==> src/hw/rtl/lcst_pkg.sv <==
// ----------------------------------------------------------------------------
// lcst_pkg
// Shared widths, configuration register indexes, datapath operation codes and
// the command/status bundles for the Lab colour statistics transfer block.
// ----------------------------------------------------------------------------
`default_nettype none

package lcst_pkg;

    localparam int MAX_PIXELS     = 16777216;
    localparam int GAIN_FRAC_BITS = 16;

    localparam int NUM_CH     = 3;
    localparam int CH_W       = 2;
    localparam int PIX_W      = 16;
    localparam int CNT_W      = $clog2(MAX_PIXELS + 1);
    localparam int SUM_W      = PIX_W + $clog2(MAX_PIXELS);
    localparam int SUMSQ_W    = 2 * PIX_W + $clog2(MAX_PIXELS);
    localparam int MEAN_FRAC  = 8;
    localparam int MEAN_W     = PIX_W + MEAN_FRAC;
    localparam int MSQ_W      = 2 * MEAN_W;
    localparam int GAIN_W     = 8 + GAIN_FRAC_BITS;
    localparam int RAD_W      = 2 * GAIN_W;
    localparam int REF_SQ_W   = 32;
    localparam int MAP_SH     = MEAN_FRAC + GAIN_FRAC_BITS;

    // Divider: widest dividend of the three divisions, divisor as wide as
    // the source variance
    localparam int DVD_A      = REF_SQ_W + 2 * MEAN_FRAC + 2 * GAIN_FRAC_BITS;
    localparam int DVD_B      = SUMSQ_W + 2 * MEAN_FRAC;
    localparam int DVD_W      = (DVD_A > DVD_B) ? DVD_A : DVD_B;
    localparam int DVS_W      = MSQ_W;
    localparam int DIV_CNT_W  = $clog2(DVD_W);
    localparam int SQ_CNT_W   = $clog2(GAIN_W);

    // Mapping product widths
    localparam int DIFF_W     = MEAN_W + 2;
    localparam int PROD_W     = DIFF_W + GAIN_W + 1;
    localparam int MAPT_W     = PROD_W + 1;

    localparam int CFG_IDX_W  = 3;
    localparam int CFG_DATA_W = 32;

    localparam logic [CFG_IDX_W-1:0] CFG_REF_MEAN_L   = 3'd0;
    localparam logic [CFG_IDX_W-1:0] CFG_REF_MEAN_A   = 3'd1;
    localparam logic [CFG_IDX_W-1:0] CFG_REF_MEAN_B   = 3'd2;
    localparam logic [CFG_IDX_W-1:0] CFG_REF_SQMEAN_L = 3'd3;
    localparam logic [CFG_IDX_W-1:0] CFG_REF_SQMEAN_A = 3'd4;
    localparam logic [CFG_IDX_W-1:0] CFG_REF_SQMEAN_B = 3'd5;

    localparam logic [CH_W-1:0] CH_LAST = 2'd2;

    typedef enum logic [4:0] {
        OP_NONE,
        OP_CLEAR,
        OP_ACC,
        OP_DIV_MEAN,
        OP_MEAN_STORE,
        OP_DIV_MSQ,
        OP_MSQ_STORE,
        OP_SQUARES,
        OP_VARS,
        OP_DIV_GAIN,
        OP_SQRT,
        OP_GAIN_STORE,
        OP_ZERO_CH,
        OP_ZERO_GAIN,
        OP_MAP_MUL,
        OP_MAP_ADD,
        OP_OUT_LOAD
    } t_op;

    typedef struct packed {
        t_op             op;
        logic [CH_W-1:0] ch;
    } t_cmd;

    typedef struct packed {
        logic div_idle;
        logic sqrt_idle;
        logic cnt_zero;
        logic var_ok;
        logic out_free;
    } t_status;

endpackage

`default_nettype wire

==> src/hw/rtl/lcst_ctrl.sv <==
// ----------------------------------------------------------------------------
// lcst_ctrl
// Controller: sequences accumulation, gain derivation and channel mapping
// by issuing one registered datapath command per cycle, OP_NONE while it waits.
// ----------------------------------------------------------------------------
`default_nettype none

module lcst_ctrl (
    input  wire logic               i_clk,
    input  wire logic               i_rst_n,
    input  wire logic               i_in_accept,
    input  wire logic               i_action,
    input  wire logic               i_first,
    input  wire lcst_pkg::t_status  i_status,
    output logic                    o_in_ready,
    output lcst_pkg::t_cmd          o_cmd
);

    typedef enum logic [3:0] {
        S_IDLE,
        S_ACC,
        S_D_START,
        S_D_MEAN_W,
        S_D_MSQ,
        S_D_MSQ_W,
        S_D_SQ,
        S_D_VAR,
        S_D_WAIT,
        S_D_CHK,
        S_D_GDIV_W,
        S_D_SQRT_W,
        S_M_MUL,
        S_M_ADD,
        S_M_OUT
    } t_state;

    t_state                   r_state;
    logic [lcst_pkg::CH_W-1:0] r_ch;
    logic                     r_gains_ready;
    lcst_pkg::t_cmd           r_cmd;

    always_ff @(posedge i_clk) begin
        if (!i_rst_n) begin
            r_state       <= S_IDLE;
            r_ch          <= '0;
            r_gains_ready <= 1'b0;
            r_cmd.op      <= lcst_pkg::OP_NONE;
            r_cmd.ch      <= '0;
        end else begin
            r_cmd.op <= lcst_pkg::OP_NONE;
            r_cmd.ch <= r_ch;
            unique case (r_state)
                S_IDLE: begin
                    r_ch <= '0;
                    if (i_in_accept) begin
                        if (!i_action) begin
                            r_gains_ready <= 1'b0;
                            if (i_first) begin
                                r_cmd.op <= lcst_pkg::OP_CLEAR;
                            end
                            r_state <= S_ACC;
                        end else begin
                            r_state <= r_gains_ready ? S_M_MUL : S_D_START;
                        end
                    end
                end
                S_ACC: begin
                    r_cmd.op <= lcst_pkg::OP_ACC;
                    if (r_ch == lcst_pkg::CH_LAST) begin
                        r_state <= S_IDLE;
                    end
                    r_ch <= r_ch + 1'b1;
                end
                S_D_START: begin
                    if (i_status.cnt_zero) begin
                        r_cmd.op <= lcst_pkg::OP_ZERO_CH;
                        if (r_ch == lcst_pkg::CH_LAST) begin
                            r_gains_ready <= 1'b1;
                            r_ch          <= '0;
                            r_state       <= S_M_MUL;
                        end else begin
                            r_ch <= r_ch + 1'b1;
                        end
                    end else begin
                        r_cmd.op <= lcst_pkg::OP_DIV_MEAN;
                        r_state  <= S_D_MEAN_W;
                    end
                end
                S_D_MEAN_W: begin
                    if (i_status.div_idle) begin
                        r_cmd.op <= lcst_pkg::OP_MEAN_STORE;
                        r_state  <= S_D_MSQ;
                    end
                end
                S_D_MSQ: begin
                    r_cmd.op <= lcst_pkg::OP_DIV_MSQ;
                    r_state  <= S_D_MSQ_W;
                end
                S_D_MSQ_W: begin
                    if (i_status.div_idle) begin
                        r_cmd.op <= lcst_pkg::OP_MSQ_STORE;
                        r_state  <= S_D_SQ;
                    end
                end
                S_D_SQ: begin
                    r_cmd.op <= lcst_pkg::OP_SQUARES;
                    r_state  <= S_D_VAR;
                end
                S_D_VAR: begin
                    r_cmd.op <= lcst_pkg::OP_VARS;
                    r_state  <= S_D_WAIT;
                end
                S_D_WAIT: begin
                    r_state <= S_D_CHK;
                end
                S_D_CHK: begin
                    if (i_status.var_ok) begin
                        r_cmd.op <= lcst_pkg::OP_DIV_GAIN;
                        r_state  <= S_D_GDIV_W;
                    end else begin
                        r_cmd.op <= lcst_pkg::OP_ZERO_GAIN;
                        if (r_ch == lcst_pkg::CH_LAST) begin
                            r_gains_ready <= 1'b1;
                            r_ch          <= '0;
                            r_state       <= S_M_MUL;
                        end else begin
                            r_ch    <= r_ch + 1'b1;
                            r_state <= S_D_START;
                        end
                    end
                end
                S_D_GDIV_W: begin
                    if (i_status.div_idle) begin
                        r_cmd.op <= lcst_pkg::OP_SQRT;
                        r_state  <= S_D_SQRT_W;
                    end
                end
                S_D_SQRT_W: begin
                    if (i_status.sqrt_idle) begin
                        r_cmd.op <= lcst_pkg::OP_GAIN_STORE;
                        if (r_ch == lcst_pkg::CH_LAST) begin
                            r_gains_ready <= 1'b1;
                            r_ch          <= '0;
                            r_state       <= S_M_MUL;
                        end else begin
                            r_ch    <= r_ch + 1'b1;
                            r_state <= S_D_START;
                        end
                    end
                end
                S_M_MUL: begin
                    r_cmd.op <= lcst_pkg::OP_MAP_MUL;
                    r_state  <= S_M_ADD;
                end
                S_M_ADD: begin
                    r_cmd.op <= lcst_pkg::OP_MAP_ADD;
                    if (r_ch == lcst_pkg::CH_LAST) begin
                        r_state <= S_M_OUT;
                    end else begin
                        r_ch    <= r_ch + 1'b1;
                        r_state <= S_M_MUL;
                    end
                end
                S_M_OUT: begin
                    if (i_status.out_free) begin
                        r_cmd.op <= lcst_pkg::OP_OUT_LOAD;
                        r_state  <= S_IDLE;
                    end
                end
                default: r_state <= S_IDLE;
            endcase
        end
    end

    assign o_in_ready = (r_state == S_IDLE);
    assign o_cmd      = r_cmd;

endmodule

`default_nettype wire

==> config.mk <==
export PLATFORM = sky130hd
export DESIGN_NAME = lcst_ctrl
export DESIGN_NICKNAME = d
export VERILOG_FILES = /design/src/hw/rtl/lcst_pkg.sv /design/src/hw/rtl/lcst_ctrl.sv
export SDC_FILE = /design/constraint.sdc
export NUM_CORES = 1
export LEC_CHECK = 0
export BUFFER_PORTS_ARGS = -buffer_cell sky130_fd_sc_hd__buf_2
export CORE_MARGIN = 2
export CORE_UTILIZATION = 50
export CTS_CLUSTER_DIAMETER = 30
export CTS_CLUSTER_SIZE = 10
export DETAILED_ROUTE_END_ITERATION = 7
export PLACE_DENSITY = 0.74
export SETUP_SLACK_MARGIN = 0.5
export SYNTH_ARGS = -nofsm -noshare
export SYNTH_HDL_FRONTEND = slang
export SYNTH_SLANG_ARGS = --single-unit
==> constraint.sdc <==
create_clock -name i_clk -period 1.7 [get_ports i_clk]
set_input_delay 0.34 -clock i_clk [delete_from_list [all_inputs] [get_ports i_clk]]
set_output_delay 0.34 -clock i_clk [all_outputs]
set_load 0.05 [all_outputs]
# Word level (Yosys, flattened, before mapping)
# Index checks and enable logic that the tools add are counted.
# W data, S select, Z words.
# word_totals
reg_bits	14
latch_bits	0
mem_bits_rw	0
rom_bits	0
wordCells	78
n_memories	0
# classes
add_sub_neg	1
mul	0
div	0
order_cmp	0
n_eq_ne	27
n_shift	0
muxes	39
bitwise_logic	0
reduce_logical	6
# op_table
operator	count
$pmux W5 S14	1
$mux W4	16
$pmux W4 S15	1
$eq A4 B4 Y1 const B	7
$ne A2 B2 Y1 const B	11
$eq A4 B3 Y1 const B	4
$mux W2	6
$pmux W2 S6	1
$mux W1	9
$mux W3	3
$eq A4 B2 Y1 const B	2
$reduce_and A8 Y1	1
$reduce_and A6 Y1	1
$reduce_bool A6 Y1	1
$mux W5	1
$reduce_and A5 Y1	1
$eq A4 B1 Y1 const B	1
$logic_not A4 Y1	1
$pmux W1 S4	1
$reduce_bool A4 Y1	1
$ne A3 B3 Y1 const B	1
$add A2 B1 Y2 const B	1
$eq A2 B2 Y1 const B	1

# Longest topological paths before layout
# Gate-level depths: netlist (run 1).
# logic_depth
ltp_word	4
ltp_mapped	7
mapped_depth_nobuf	7

# Least setup slack after synthesis (run 1)
# Ideal clock, no wire load.
# synth_path
kind	flip-flop to flip-flop
from	register r_state[3]
to	register r_gains_ready
setup_time_ns	0.060
t_arrival_ns	2.169
setup_slack_ns	-0.529
stages_incl_launch_ff	7
cell_sequence	dfxtp_1 -> buf_6 -> nor4_2 -> and2b_1 -> o21ai_1 -> nor3b_1 -> o221a_1
# synth_between
elab_chain_len	3
# synth_lines
item	line_no	text
start: declaration	lcst_ctrl.sv:37	t_state r_state;
start signal: assignment	lcst_ctrl.sv:63	r_state <= r_gains_ready ? S_M_MUL : S_D_START;
$logic_not A4 Y1 (*)	-	
via o_in_ready	lcst_ctrl.sv:15	output logic o_in_ready,
$reduce_bool A4 Y1 (no source line) / $ne A2 B2 Y1 (equally long branches)	-	
$reduce_and A6 Y1 (no source line)	-	
end signal: assignment	lcst_ctrl.sv:46	r_gains_ready <= 1'b0;
end signal: assignment	lcst_ctrl.sv:57	r_gains_ready <= 1'b0;
end signal: assignment	lcst_ctrl.sv:78	r_gains_ready <= 1'b1;
end: declaration	lcst_ctrl.sv:39	logic r_gains_ready;
# The timed path passes the listed nets; every way through them passes the cells marked *.
# A chain may end at the register's enable or synchronous reset.

# Worst setup path in the final report (run 1)
# layout_path
from	register r_state[0]
to	register r_state[3]
# layout_between
elab_chain_len	3
# layout_lines
item	line_no	text
$eq A4 B2 Y1, or another cell as far along	lcst_ctrl.sv:52	unique case (r_state)
$ne A3 B3 Y1 (no source line) / $ne A2 B2 Y1 (equally long branches)	-	
$reduce_and A8 Y1 (no source line)	-	
# Several ways; a longest one is shown, not always the timed one.

==> results.toml, run 1 <==
[synthesis]
ys.flop_type = "dfxtp_1"
yosysWarnings = 0
async_flop_share = 0
synth_edf_count = 0
seq_area_frac_synth = 0.236
synth_fp_nets = 167
syn_avg_cell_area_um2 = 7.75
syn_area_um2 = 1190
ys_seq_elements = 14
synth_cell_type_count = 53
synth_cells = 153

[placed_design]
globalplace.congestion = 0.941
placed_cells = 212
dp_hpwl_mm = 2.66
portBuffers = 17

[cells_and_area]
fin_cells = 250
area_delta_synth_final_pct = 79.3
drive_above_1_share = 0.599
nets = 237
antennaDiodeCount = 0
nFillCells = 56

[floorplanning]
die_height_um = 52.7
start_util = 0.531
die-area_um2 = 2780
num_io_pins = 18
rows = 17
core_um2 = 2230
die_x_um = 52.7

[power]
p_int_mw = 1.99
p_sw_frac = 0.472
vdd_drop_max_mv = 1.68
seq_power_share = 0.146
p_clk_frac = 0.077
pwr-share-comb = 0.777
power_density_nw_per_um2 = 1770
p_leak_nw = 0.909
switching_power_mw = 1.78
power_mw = 3.77

[drt]
wl_per_cell_um = 25.4
num_vias = 1740
ant_nets = 0
drc = 0
viasPerCell = 6.96
wirelength_mm = 6.36
drt_iter0_drc = 163
drtPass1Iterations = 5

[grt]
grt_max_degree = 13
grt_pass1_vias = 1590
grt_usage = 0.397
overflow = 0
antenna_found_initial = 0
grt_first_pass_wirelength_mm = 7.86

[worst_setup_path]
cp.required_ps = 1930
worstPathArrival_ps = 2090
worstPathMaxFanout = 7
cp-startpoint = "r_state[0]$_SDFFE_PN0P_"
cp_slowest_cell = "dfxtp_4"
slowest_delay_ps = 420
path_buf_inv = 3
path_delay_family = "simple AND/OR/NAND/NOR gates"
worstSetupPathType = "register to register"
cp-start-kind = "register"
path_cells = "buf_6 -> buf_4 -> or2b_1 -> or3_4 -> nand3_4 -> buf_4 -> a31oi_2 -> o2bb2ai_1"
r2r-start = "r_state[0]$_SDFFE_PN0P_"
cp-end-kind = "register"
cpMostUsedCell = "buf_4"

[clocking]
clkSinkCount = 14
htree_levels = 1
path_clk_slew_ps = 120
cts_buffers = 3
clockBufferDepth = 2
root_buffer = "clkbuf_4"
insertion_delay_ps = 330
cts_tree = "built"
hold_buffers = 0

[timing]
slew_violations = 0
fin_crit_sh = 1.09
fmax_mhz = 540
holdWs_ps = 282
worst_slack_ps = -153
slew_headroom = 0.709
min_period_ps = 1850
rsz0062_at_grt = "true"
worst_pin_slew_ps = 431
setup_viol = 7
tns_ps = -642
clock-skew-final_ps = 11.0
hold_viol_final = 0

[hold_path]
worstHoldStart = "i_status[0]"
hp-class = "primary input to register"

[status]
status = "finished with violations"
violations = "negative setup slack"

[flow_run]
drv_cap = 0
[layout make-up]
| type | count | area (um^2) | area share |
|---|---|---|---|
| Multi-Input combinational cell | 120 | 1040 | 0.487 |
| Timing Repair Buffer | 79 | 703 | 0.331 |
| Sequential cell | 14 | 295 | 0.139 |
| Clock buffer | 4 | 36.3 | 0.0171 |
| Tap cell | 28 | 35.0 | 0.0165 |
| Inverter | 5 | 21.3 | 0.0100 |
[worst register-to-register path: stages, from the launching register on]
cell and delay, ps:
dfxtp_4 420, buf_6 120, buf_4 100, or2b_1 270, or3_4 410, nand3_4 130
buf_4 130, a31oi_2 30, o2bb2ai_1 140
[Yosys cell counts (2+ instances only)]
| master | number | area [um^2] |
|---|---|---|
| dfxtp_1 | 14 | 280 |
| nor2_1 | 14 | 52.6 |
| nand2_1 | 13 | 48.8 |
| a21oi_1 | 9 | 45.0 |
| o21ai_0 | 9 | 45.0 |
| buf_2 | 8 | 40.0 |
| a31oi_1 | 6 | 37.5 |
| nor3_1 | 6 | 30.0 |
| inv_1 | 5 | 18.8 |
| ha_1 | 4 | 50.1 |
| o21ai_1 | 4 | 20.0 |
| and2_1 | 3 | 18.8 |
| mux2i_1 | 3 | 30.0 |
| nand4b_1 | 3 | 26.3 |
| nor2b_1 | 3 | 18.8 |
| nor3b_1 | 3 | 22.5 |
| or3_1 | 3 | 18.8 |
| and3_1 | 2 | 12.5 |
| and4b_1 | 2 | 20.0 |
| buf_1 | 2 | 7.51 |
| buf_6 | 2 | 22.5 |
| nor4_2 | 2 | 25.0 |
| o211ai_1 | 2 | 15.0 |
| o21a_1 | 2 | 15.0 |
[sequential cells by signal, summed over array words and instances, names as in the netlist]
| register | cells |
|---|---|
| o_cmd | 7 |
| r_ch | 2 |
| r_gains_ready | 1 |
| r_state | 4 |
[timing repair]
item                                    4_1_cts  5_1_grt
gates resized for setup                      59       30
endpoints found under the hold margin         0        0
buffers inserted                             23       10
pin swaps                                    25       17
gates cloned                                  1        0
endpoints found under the setup margin       16       15
[cell families after synthesis]
group           after synthesis  synth area share
simple gates                 67             0.346
compound gates               45             0.258
buf+inv                      19            0.0844
flops                        14             0.236
fa+ha+maj                     4            0.0422
mux                           3            0.0253
xor+xnor                      1           0.00739
[power groups by stage]
stage / Combinational, mW / Sequential (mW) / Clock [mW]
5_1_grt: 3.01 / 0.547 / 0.283
3_5_place_dp: 1.66 / 0.534 / 0
3_3_place_gp: 1.64 / 0.527 / 0
6_report: 2.93 / 0.551 / 0.292
4_1_cts: 2.37 / 0.514 / 0.262
2_1_floorplan: 1.09 / 0.614 / 0
[worst paths after layout]
check	end	slack (ps)	cells after the start
min reg2reg	o_cmd[1]$_SDFF_PN0_	620	1
max reg2reg	r_state[3]$_SDFFE_PN0P_	-150	8
max	r_state[3]$_SDFFE_PN0P_	-150	8
min	o_cmd[6]$_SDFF_PN0_	280	3
[layout by cell type (no fill, tap or decap), types with 2 or more instances in the layout]
master    netlist  routed
buf_2           8       9
o21ai_2         0       3
inv_1           5       2
o21ai_0         9       5
nor2_2          0       3
clkbuf_4        0       5
or3_4           0       2
nor2_4          0       3
nor3b_2         1       2
ha_1            4       3
buf_6           2      22
a31oi_1         6       4
buf_12          0       2
dfxtp_4         0       4
nor2b_1         3       2
and3_1          2       2
a21oi_2         0       4
and4b_1         2       2
nand2_2         0       3
nand4b_1        3       3
o211ai_1        2       2
nor2_1         14       8
o21a_1          2       2
mux2i_1         3       3
dfxtp_1        14      10
nor4_4          0       2
buf_4           1      43
o21ai_1         4       5
nand2_1        13       9
inv_2           0       2
and2_1          3       3
nor3_1          6       5
a21oi_1         9       4
[through the flow]
stage / instance area [um^2] / utilization / setup WS (ps)
floorplan: 1250 / - / -146
global placement: 1500 / 0.670 / -53.4
detailed placement: 1500 / 0.670 / -105
CTS: 1950 / 0.871 / -78.5
global route: 2130 / 0.952 / -188
finish: 2130 / 0.952 / -153
[routing by layer]
| metal | routed length, um | global-route usage |
|---|---|---|
| met2 | 2780 | 0.690 |
| met3 | 766 | 0.0743 |
| met1 | 2240 | 0.443 |
| met5 | 0 | 0 |
| met4 | 571 | 0.235 |
Note: power is estimated with default switching activity, not from simulation.
==> inputs of run 2 (changes only) <==
--- a/config.mk
+++ b/config.mk
@@ -11,7 +11,7 @@
 export CTS_CLUSTER_DIAMETER = 30
 export CTS_CLUSTER_SIZE = 10
 export DETAILED_ROUTE_END_ITERATION = 7
-export PLACE_DENSITY = 0.74
+export PLACE_DENSITY = 0.86
 export SETUP_SLACK_MARGIN = 0.5
 export SYNTH_ARGS = -nofsm -noshare
 export SYNTH_HDL_FRONTEND = slang
==> results.toml, run 2 (synthesis results as in run 1) <==
[placed_design]
dp_hpwl_mm = 2.68
dpl_cell_area_um2 = 1440
portBuffers = 17
placed_cells = 208
globalplace.congestion = 0.934

[cells_and_area]
antennaDiodeCount = 0
drive_above_1_share = 0.485
final_common_cell = "buf_4"
area_delta_synth_final_pct = 51.4
largest_reg_flops = 7
nets = 215
final_cell_mix = "buf_4 (36), nor2_1 (14), nand2_1 (12), buf_6 (10)"
fin_cells = 228
fin_area_um2 = 1800

[floorplanning]
die_x_um = 52.7
die-area_um2 = 2780
core_um2 = 2230
num_io_pins = 18
rows = 17
start_util = 0.531
die_height_um = 52.7

[worst_setup_path]
path_delay_family = "simple AND/OR/NAND/NOR gates"
worstSetupPathType = "register to register"
cp-start-kind = "register"
path_cells = "buf_6 -> and4bb_2 -> o41ai_4 -> nand3_4 -> nand4b_1 -> and3_1"
cp_slowest_cell = "dfxtp_4"
worstPathMaxFanout = 7
worstPathArrival_ps = 1910
cp-end-kind = "register"
slowest_delay_ps = 420
rr_worst_depth = 6
r2r_setup_slack_ps = -6
path_buf_inv = 1
cp.required_ps = 1900
cp_num_cells = 6

[drt]
drt_iter0_drc = 133
drc = 0
ant_nets = 0
wirelength_mm = 4.82
viasPerCell = 6.71
wl_per_cell_um = 21.1
num_vias = 1530
drtPass1Iterations = 5

[power]
vdd_drop_max_mv = 1.20
power_density_nw_per_um2 = 1690
p_leak_nw = 0.738

[timing]
slew_headroom = 0.757
fmax_mhz = 586
tns_ps = -6.48
worst_slack_ps = -6.48
worst_pin_slew_ps = 361
hold_viol_final = 0
holdWs_ps = 257
rsz0062_at_grt = "true"
fin_crit_sh = 1.00
min_period_ps = 1710
clock-skew-final_ps = 1.51
slew_violations = 0
setup_viol = 1

[clocking]
path_clk_slew_ps = 100
root_buffer = "clkbuf_4"
hold_buffers = 0
htree_levels = 1
cts_tree = "built"
cts_buffers = 3
clkSinkCount = 14
insertion_delay_ps = 300
clockBufferDepth = 2

[status]
status = "finished with violations"
violations = "negative setup slack"

[grt]
antenna_found_initial = 0
grt_usage = 0.325
overflow = 0
grt_pass1_vias = 1386
grt_max_degree = 20
grt_first_pass_wirelength_mm = 6.61

[flow_run]
drv_cap = 0

[hold_path]
hp-class = "primary input to register"
min_path_cells = 3
run 2: cell count changes in the layout (fill, tap and decap cells not counted), sizes merged:
cell / delta
buf: -20
bufbuf: -1
clkbuf: -1
clkinvlp: +2
inv: -2
run 2: layer usage:
metal | part of all wire | wire (um) | vias up | track usage
met5 | 0 | 0 | - | 0
met4 | 0.057 | 274 | 0 | 0.128
met3 | 0.10 | 486 | 41 | 0.0657
met2 | 0.47 | 2270 | 120 | 0.533
met1 | 0.37 | 1780 | 704 | 0.413
li1 | - | - | 665 | -
run 2: metrics by stage:
stage	power, mW	utilization	setup slack [ps]
detailed placement	2.10	0.645	-95.1
finish	3.03	0.804	-6.48
CTS	2.56	0.706	-2.53
global placement	2.03	0.645	-23.9
floorplan	1.70	-	-146
global route	3.15	0.804	-81.4
run 2: worst min-delay path: cells and delay by family:
| kind | cells | cell delay, ps |
|---|---|---|
| buf+inv | 1 | 110 |
| simple gates | 2 | 80 |
run 2: timing repair:
item | 4_1_cts | 5_1_grt
setup buffers | 6 | 10
gates resized for setup | 21 | 37
pin swaps | 6 | 15
setup endpoints to repair | 16 | 16
run 2: area by class of cell:
class                      instances  area (um^2)
tap                               28         35.0
timing repair buffer              57          450
sequential                        14          294
multi-input combinational        120          953
clock buffer                       4         36.3
inverter                           5         26.3
fill                             133          438
run 2: where the power goes:
part | internal (mW) | leakage (nW) | switching, mW | total (mW)
Clock | 0.131 | 0.0210 | 0.140 | 0.270
Sequential | 0.431 | 0.117 | 0.114 | 0.544
Combinational | 1.01 | 0.600 | 1.21 | 2.22
run 2: final timing paths:
| kind | from | to |
|---|---|---|
| worst min register to register | r_ch[1]$_SDFFE_PN0P_ | o_cmd[1]$_SDFF_PN0_ |
| worst max register to register | r_state[0]$_SDFFE_PN0P_ | r_state[2]$_SDFFE_PN0P_ |
| worst max-delay path | r_state[0]$_SDFFE_PN0P_ | r_state[2]$_SDFFE_PN0P_ |
| worst min-delay path | i_status[0] | o_cmd[6]$_SDFF_PN0_ |
==> inputs of run 3 (changes only) <==
--- a/config.mk
+++ b/config.mk
@@ -7,11 +7,11 @@
 export LEC_CHECK = 0
 export BUFFER_PORTS_ARGS = -buffer_cell sky130_fd_sc_hd__buf_2
 export CORE_MARGIN = 2
-export CORE_UTILIZATION = 50
+export CORE_UTILIZATION = 35
 export CTS_CLUSTER_DIAMETER = 30
 export CTS_CLUSTER_SIZE = 10
 export DETAILED_ROUTE_END_ITERATION = 7
-export PLACE_DENSITY = 0.86
+export PLACE_DENSITY = 0.67
 export SETUP_SLACK_MARGIN = 0.5
 export SYNTH_ARGS = -nofsm -noshare
 export SYNTH_HDL_FRONTEND = slang
==> results.toml, run 3 (synthesis results as in run 1) <==
[drt]
drt_iter0_drc = 77
ant_nets = 0
drc = 0
num_vias = 1403
viasPerCell = 5.77
top_layer = "met4"
wl_met2_mm = 1.97
wl_met3_um = 230
met1_length_mm = 1.65
wl_per_cell_um = 16.5
wirelength_mm = 4.00
drtPass1Iterations = 4

[clocking]
hold_buffers = 0
cts_buffers = 3
htree_levels = 1
insertion_delay_ps = 280
path_clk_slew_ps = 100
clockBufferDepth = 2
clkSinkCount = 14
root_buffer = "clkbuf_4"
cts_tree = "built"

[timing]
rsz0062_at_grt = "true"
slew_violations = 0
slew_headroom = 0.746
worst_pin_slew_ps = 380
fin_crit_sh = 1.03
hold_viol_final = 0
tns_ps = -96.7
setup_viol = 3
fmax_mhz = 570
worst_slack_ps = -53.8
min_period_ps = 1750
clock-skew-final_ps = 1.21

[cells_and_area]
fin_area_um2 = 1760
fin_util = 0.535
fin_cells = 243
antennaDiodeCount = 0
drive_above_1_share = 0.447
area_delta_synth_final_pct = 48.2
final_common_cell = "buf_4"
final_cell_mix = "buf_4 (32), nor2_1 (13), nand2_1 (12), buf_2 (10), dfxtp_1 (10)"
nets = 212
largest_reg_flops = 7

[floorplanning]
die-area_um2 = 3870
rows = 21
die_height_um = 62.2
num_io_pins = 18
core_um2 = 3280
die_x_um = 62.2
start_util = 0.361

[placed_design]
globalplace.congestion = 0.951
dpl_cell_area_um2 = 1460
dp_hpwl_mm = 2.62
placed_cells = 225
portBuffers = 17

[worst_setup_path]
cp-end-kind = "output pin"
cp.required_ps = 1360
worstPathArrival_ps = 1410
worstSetupPathType = "register to output pin"
worstPathMaxFanout = 4
cp-start-kind = "register"

[power]
p_leak_nw = 0.716
power_density_nw_per_um2 = 1600
vdd_drop_max_mv = 0.430
power_mw = 2.81

[grt]
antenna_found_initial = 0
grt_first_pass_wirelength_mm = 6.28
overflow = 0
grt_usage = 0.201
grt_pass1_vias = 1309
grt_max_degree = 14

[hold_path]
hp-class = "primary input to register"

[status]
status = "finished with violations"
violations = "negative setup slack"

[flow_run]
drv_cap = 0
run 3: cell types whose count changed in the layout (fill, tap and decap cells not counted), sizes merged:
cell      change
clkbuf        +4
inv           +1
clkinvlp      -1
buf           -7
run 3: through the flow:
| stage | setup slack [ps] | hold slack [ps] |
|---|---|---|
| final | -53.8 | 267 |
| after global routing | -99.2 | 271 |
| after CTS | -28.8 | 271 |
| after detailed placement | -27.4 | 559 |
| after global placement | -16.7 | 546 |
| after floorplan | -146 | 454 |
run 3: final timing paths:
check                              from                          to  slack, ps  depth (start not counted)
min                         i_status[0]         o_cmd[6]$_SDFF_PN0_        270                          3
max             r_state[3]$_SDFFE_PN0P_                  o_in_ready        -50                          4
min reg2reg  r_gains_ready$_SDFFE_PN0P_  r_gains_ready$_SDFFE_PN0P_        600                          1
max reg2reg     r_state[3]$_SDFFE_PN0P_     r_state[0]$_SDFFE_PN0P_        -20                          6
run 3: critical path, cell delays in order (launching register included):
cell and delay (ps):
dfxtp_4 370, buf_6 110, buf_6 110, nor4_4 330, buf_6 210
run 3: layer usage:
layer / up-vias / GRT usage
li1: 659 / -
met1: 672 / 0.250
met2: 57 / 0.344
met3: 15 / 0.0217
met4: 0 / 0.103
met5: - / 0
run 3: final cells by class:
| cell class | instances | area [um^2] |
|---|---|---|
| Inverter | 5 | 22.5 |
| Sequential cell | 14 | 295 |
| Fill cell | 279 | 1530 |
| Multi-Input combinational cell | 120 | 936 |
| Tap cell | 46 | 57.6 |
| Clock buffer | 4 | 36.3 |
| Timing Repair Buffer | 54 | 410 |
run 3: report_power, final:
part	internal [mW]	switching, mW	total, mW
registers	0.432	0.100	0.532
logic	0.929	1.10	2.03
clock network	0.130	0.124	0.254
run 3: repair_timing:
action                                  4_1_cts  5_1_grt
resized for setup                            29       17
buffers inserted                              5        9
pin swaps                                    11       10
endpoints found under the setup margin       14       17
